--- src/sv/v3au_pkg.sv ---
// ----------------------------------------------------------------------------
// v3au_pkg
// Shared types, codes and the 32-bit saturation helper for the vector unit.
// ----------------------------------------------------------------------------
package v3au_pkg;

  typedef enum logic [3:0] {
    OP_ADD   = 4'd0,
    OP_SUB   = 4'd1,
    OP_NEG   = 4'd2,
    OP_SCALE = 4'd3,
    OP_DIV   = 4'd4,
    OP_DOT   = 4'd5,
    OP_CROSS = 4'd6,
    OP_MAG   = 4'd7,
    OP_NORM  = 4'd8
  } op_e;

  typedef enum logic [1:0] {
    ST_OK   = 2'd0,
    ST_DIVZ = 2'd1,
    ST_SAT  = 2'd2
  } status_e;

  localparam int unsigned SQRT_STAGES = 32;
  localparam int unsigned SQRT_LAT    = SQRT_STAGES + 1;
  localparam int unsigned DEN_W       = 32;

  localparam logic signed [65:0] SAT_MAX = 66'sd2147483647;
  localparam logic signed [65:0] SAT_MIN = -66'sd2147483648;

  typedef struct packed {
    logic [31:0] val;
    logic        sat;
  } sat_t;

  function automatic sat_t sat32(input logic signed [65:0] v);
    sat_t r;
    r.val = v[31:0];
    r.sat = 1'b0;
    if (v > SAT_MAX) begin
      r.val = 32'h7fff_ffff;
      r.sat = 1'b1;
    end else if (v < SAT_MIN) begin
      r.val = 32'h8000_0000;
      r.sat = 1'b1;
    end
    return r;
  endfunction

endpackage

--- src/sv/v3au_sqrt.sv ---
// ----------------------------------------------------------------------------
// v3au_sqrt
// Pipelined integer square root of a 64-bit value, one root bit per stage,
// plus a final stage that rounds to nearest.
// ----------------------------------------------------------------------------
module v3au_sqrt (
  input  logic        clk_i,
  input  logic        en_i,
  input  logic [63:0] rad_i,
  output logic [32:0] root_o
);
  import v3au_pkg::*;

  logic [63:0] rad_q  [SQRT_STAGES];
  logic [33:0] rem_q  [SQRT_STAGES];
  logic [31:0] root_q [SQRT_STAGES];
  logic [32:0] rnd_q;

  for (genvar g = 0; g < SQRT_STAGES; g++) begin : g_stg
    logic [63:0] rad_in;
    logic [33:0] rem_in;
    logic [31:0] root_in;
    logic [35:0] t, trial;
    logic        ge;

    if (g == 0) begin : g_first
      assign rad_in  = rad_i;
      assign rem_in  = '0;
      assign root_in = '0;
    end else begin : g_next
      assign rad_in  = rad_q[g-1];
      assign rem_in  = rem_q[g-1];
      assign root_in = root_q[g-1];
    end

    assign t     = {rem_in, rad_in[63:62]};
    assign trial = {2'b00, root_in, 2'b01};
    assign ge    = t >= trial;

    always_ff @(posedge clk_i) begin
      if (en_i) begin
        rad_q[g]  <= {rad_in[61:0], 2'b00};
        rem_q[g]  <= ge ? 34'(t - trial) : t[33:0];
        root_q[g] <= {root_in[30:0], ge};
      end
    end
  end

  always_ff @(posedge clk_i) begin
    if (en_i) begin
      rnd_q <= (rem_q[SQRT_STAGES-1] > 34'(root_q[SQRT_STAGES-1]))
             ? 33'(root_q[SQRT_STAGES-1]) + 33'd1
             : 33'(root_q[SQRT_STAGES-1]);
    end
  end

  assign root_o = rnd_q;

endmodule

--- config.mk ---
export PLATFORM = sky130hd
export DESIGN_NAME = v3au_sqrt
export DESIGN_NICKNAME = d
export VERILOG_FILES = /design/src/sv/v3au_pkg.sv /design/src/sv/v3au_sqrt.sv
export SDC_FILE = /design/constraint.sdc
export NUM_CORES = 2
export LEC_CHECK = 0
export BUFFER_PORTS_ARGS = -buffer_cell sky130_fd_sc_hd__clkbuf_2
export CORE_MARGIN = 1.5
export CORE_UTILIZATION = 67
export CTS_CLUSTER_DIAMETER = 80
export DETAILED_ROUTE_END_ITERATION = 8
export PLACE_DENSITY = 0.84
export SKIP_CTS_REPAIR_TIMING = 1
export SLEW_MARGIN = 20
export SYNTH_ARGS = -nofsm -noshare
export SYNTH_HDL_FRONTEND = slang
export SYNTH_MEMORY_MAX_BITS = 65536
export SYNTH_SLANG_ARGS = --single-unit
--- constraint.sdc ---
create_clock -name clk_i -period 11.12 [get_ports clk_i]
set_clock_uncertainty 0.15 [all_clocks]
set_input_delay 0.556 -clock clk_i [delete_from_list [all_inputs] [get_ports clk_i]]
set_output_delay 0.556 -clock clk_i [all_outputs]
set_load 0.01 [all_outputs]
==> flow_summary.toml <==
[logic_synthesis]
synth-seq-cells = 2590
async_reset_ff_share_pct = 0
synth_compound_area_share_pct = 10.0
synth_top_family_by_area = "simple AND/OR/NAND/NOR gates"
synth_common_cells = "edfxtp_1 (2590), inv_1 (774), nand2_1 (676), a21oi_1 (642), ha_1 (597)"
syn_area_sq_mm = 0.122
synth_ff_type = "edfxtp_1"
syn_avg_cell_area_sq_um = 12.7
yosys.area_share.simple_pct = 10.2
synth_fa_ha_area_share_pct = 6.10
synth_edf_count = 2590
synth_top_area_share_pct = 63.6
synth_area_leader_cell = "edfxtp_1"
synthXorXnorAreaFrac_pct = 6.37
synthMuxAreaShare_pct = 0.671
synthesis.instances = 9659
yosys-top-cells-area = "edfxtp_1 (64%), ha_1 (6.1%), xnor2_1 (3.4%)"
synth_nets = 10322
synth.most_common_cell = "edfxtp_1"
ys_types = 94
yosys_warnings = 0
seq_area_frac_synth_pct = 63.6

[place]
io_buffers = 98
dpl.hpwl_um = 180000
place_area_sq_mm = 0.126
gp_congestion = 0.924

[clock_network]
numCtsBuffers = 279
clk_pin_slew_worst_paths_ps = 60
clk_path_buf_depth = 4
tritoncts = "yes"
clock_sinks = 2590
cts_root_buffer = "clkbuf_16"
cts-htree-levels = 5
insertion_delay_ps = 920

[cells_and_area]
area_growth_syn_to_layout_pct = 10.2
nFillCells = 11258
final_util_pct = 74.5
diodes = 0
nets = 10612
design_area_sq_mm = 0.135
drive_above_1_share_pct = 6.63

[routing]
routed_via_density = 6.12
vias = 76581
ant_nets = 0
drc = 0
firstDrtPassIters = 6
wirelength_um = 261000
drt_iter0_markers = 6965
drt-wirelength-per-cell_um = 20.9

[global_route]
track_usage_pct = 27.8
grt_pass1_vias = 75006
use_met3_pct = 3.74
top_usage_layer = "met2"
grt_max_degree = 197
use_met2_pct = 49.0
gr-usage-met1_pct = 34.7
grt_pass1_wl_um = 406000
grt-ovfl-total = 0
antenna_found_initial = 0

[critical_path]
critical_path_class = "reg -> reg"
worstPathArrival_ps = 5330
cpMostUsedCell = "o21ai_0"
start_kind = "flop"
slowest_stage = "o21ba_2"
crit_family = "compound AO/OA/AOI/OAI gates"
cp_cell_sequence = "ha_1 -> nor2b_1 -> o21a_1 -> o21ai_0 -> a31oi_1 -> a21oi_1 -> o21ai_0 -> a311oi_1 -> o21ba_2 -> clkinv_1 -> nand3_1 -> xnor2_1"
critPathMaxFanout = 48
required_ps = 11620
critPathCaptureType = "flop"
critPathMaxStageDelay_ps = 840
worst-path-buf-inv = 1

[timing]
drv_slew = 0
slew_headroom_pct = 26.7
whs_ps = 202
tns_ps = 0
hold_viol = 0
worst_pin_slew_ps = 1100
rsz0062_at_grt = "false"
finalSetupViolations = 0
layout_min_cycle_time_ps = 4830
post-route-period-util_pct = 43.4
max_freq_mhz = 207

[floorplanning]
dieArea_sq_mm = 0.185
io_pins = 99
start_util_pct = 67.6
die_w_um = 430
chipHeight_um = 430
rows = 156
core_area_sq_mm = 0.181

[run_status]
run_status = "finished clean"

[flow_run]
maxCapViolations = 0

[worst_hold_path]
hold_path_class = "in -> reg"

[power_and_ir_drop]
ir_worst_vdd_uv = 163
leakage_nw = 52.1
power_density_mw_per_mm2 = 211
power breakdown:
part           leakage, nW  switching (mW)  total (mW)  internal (mW)
Combinational         23.0            3.65        6.22           2.57
Clock                 4.18            3.64        8.88           5.23
Sequential            24.9           0.933        13.4           12.4
Total                 52.1            8.23        28.5           20.2
logic make-up (layout without fill, tap and decap cells):
kind of cell               count (synthesis)  after routing
and+or+nand+nor                         2536           2536
other                                      1              1
xor gates and xnor gates                 890            890
buffers and inverters                    978           1455
DFF                                     2590           2590
AOI/OAI and AO/OA                       1993           1993
adders and majority gates                597            597
muxes                                     74             74
final cells by class:
class / instances / area (sq um) / share of cell area, %
flip-flops and latches: 2590 / 77800 / 57.7
multi-input cells: 6091 / 41000 / 30.4
clock buffers: 338 / 7330 / 5.44
well taps: 2370 / 2970 / 2.20
inverters: 779 / 2920 / 2.17
repair buffers: 208 / 1610 / 1.19
clock inverters: 130 / 1280 / 0.953
per-stage QoR:
stage | std cells | worst slack, ps | total power, mW
6_report | 12506 | 6290 | 28.5
5_1_grt | 12506 | 5890 | 29.7
3_3_place_gp | 11971 | 6370 | 19.4
4_1_cts | 12439 | 6320 | 28.5
2_1_floorplan | 9659 | 7460 | 17.6
3_5_place_dp | 11971 | 6350 | 19.6
registers in the layout (all words and copies together), names as in the netlist:
| name | count |
|---|---|
| rem_q | 1037 |
| root_o | 33 |
| root_q | 528 |
| rad_q | 992 |
routing by layer:
layer  routed length [um]  vias up
met1               102000    37030
li1                     -    36180
met3                14000      731
met2               134000     2640
met4                11400        0
met5                    0        -
layout by cell type, fill, tap and decap left out, drive strengths merged, types with 22 or more instances in the layout:
| cell type | n |
|---|---|
| a211oi | 39 |
| a21boi | 22 |
| a21o | 283 |
| a21oi | 642 |
| a31oi | 64 |
| and2 | 37 |
| and3 | 60 |
| buf | 45 |
| bufinv | 24 |
| clkbuf | 435 |
| clkinv | 90 |
| dlygate4sd3 | 66 |
| edfxtp | 2590 |
| ha | 597 |
| inv | 783 |
| mux2 | 64 |
| nand2 | 676 |
| nand2b | 118 |
| nand3 | 171 |
| nand3b | 22 |
| nand4 | 116 |
| nor2 | 600 |
| nor2b | 90 |
| nor3 | 243 |
| nor4 | 102 |
| o211ai | 24 |
| o21a | 120 |
| o21ai | 508 |
| o21bai | 46 |
| o31ai | 65 |
| or2 | 50 |
| or3 | 97 |
| or4 | 71 |
| xnor2 | 474 |
| xor2 | 416 |
path summary, 6_finish.rpt:
check | startpoint | endpoint | slack (ps) | cells past startpoint
setup / recovery | rem_q[20][0] | rem_q[21][31] | 6290 | 12
hold reg to reg | rad_q[9][41] | rad_q[10][43] | 250 | 0
hold / removal | rad_i[50] | rad_q[0][50] | 200 | 2
setup reg to reg | rem_q[20][0] | rem_q[21][31] | 6290 | 12
Power figures use the tool's default switching activity.
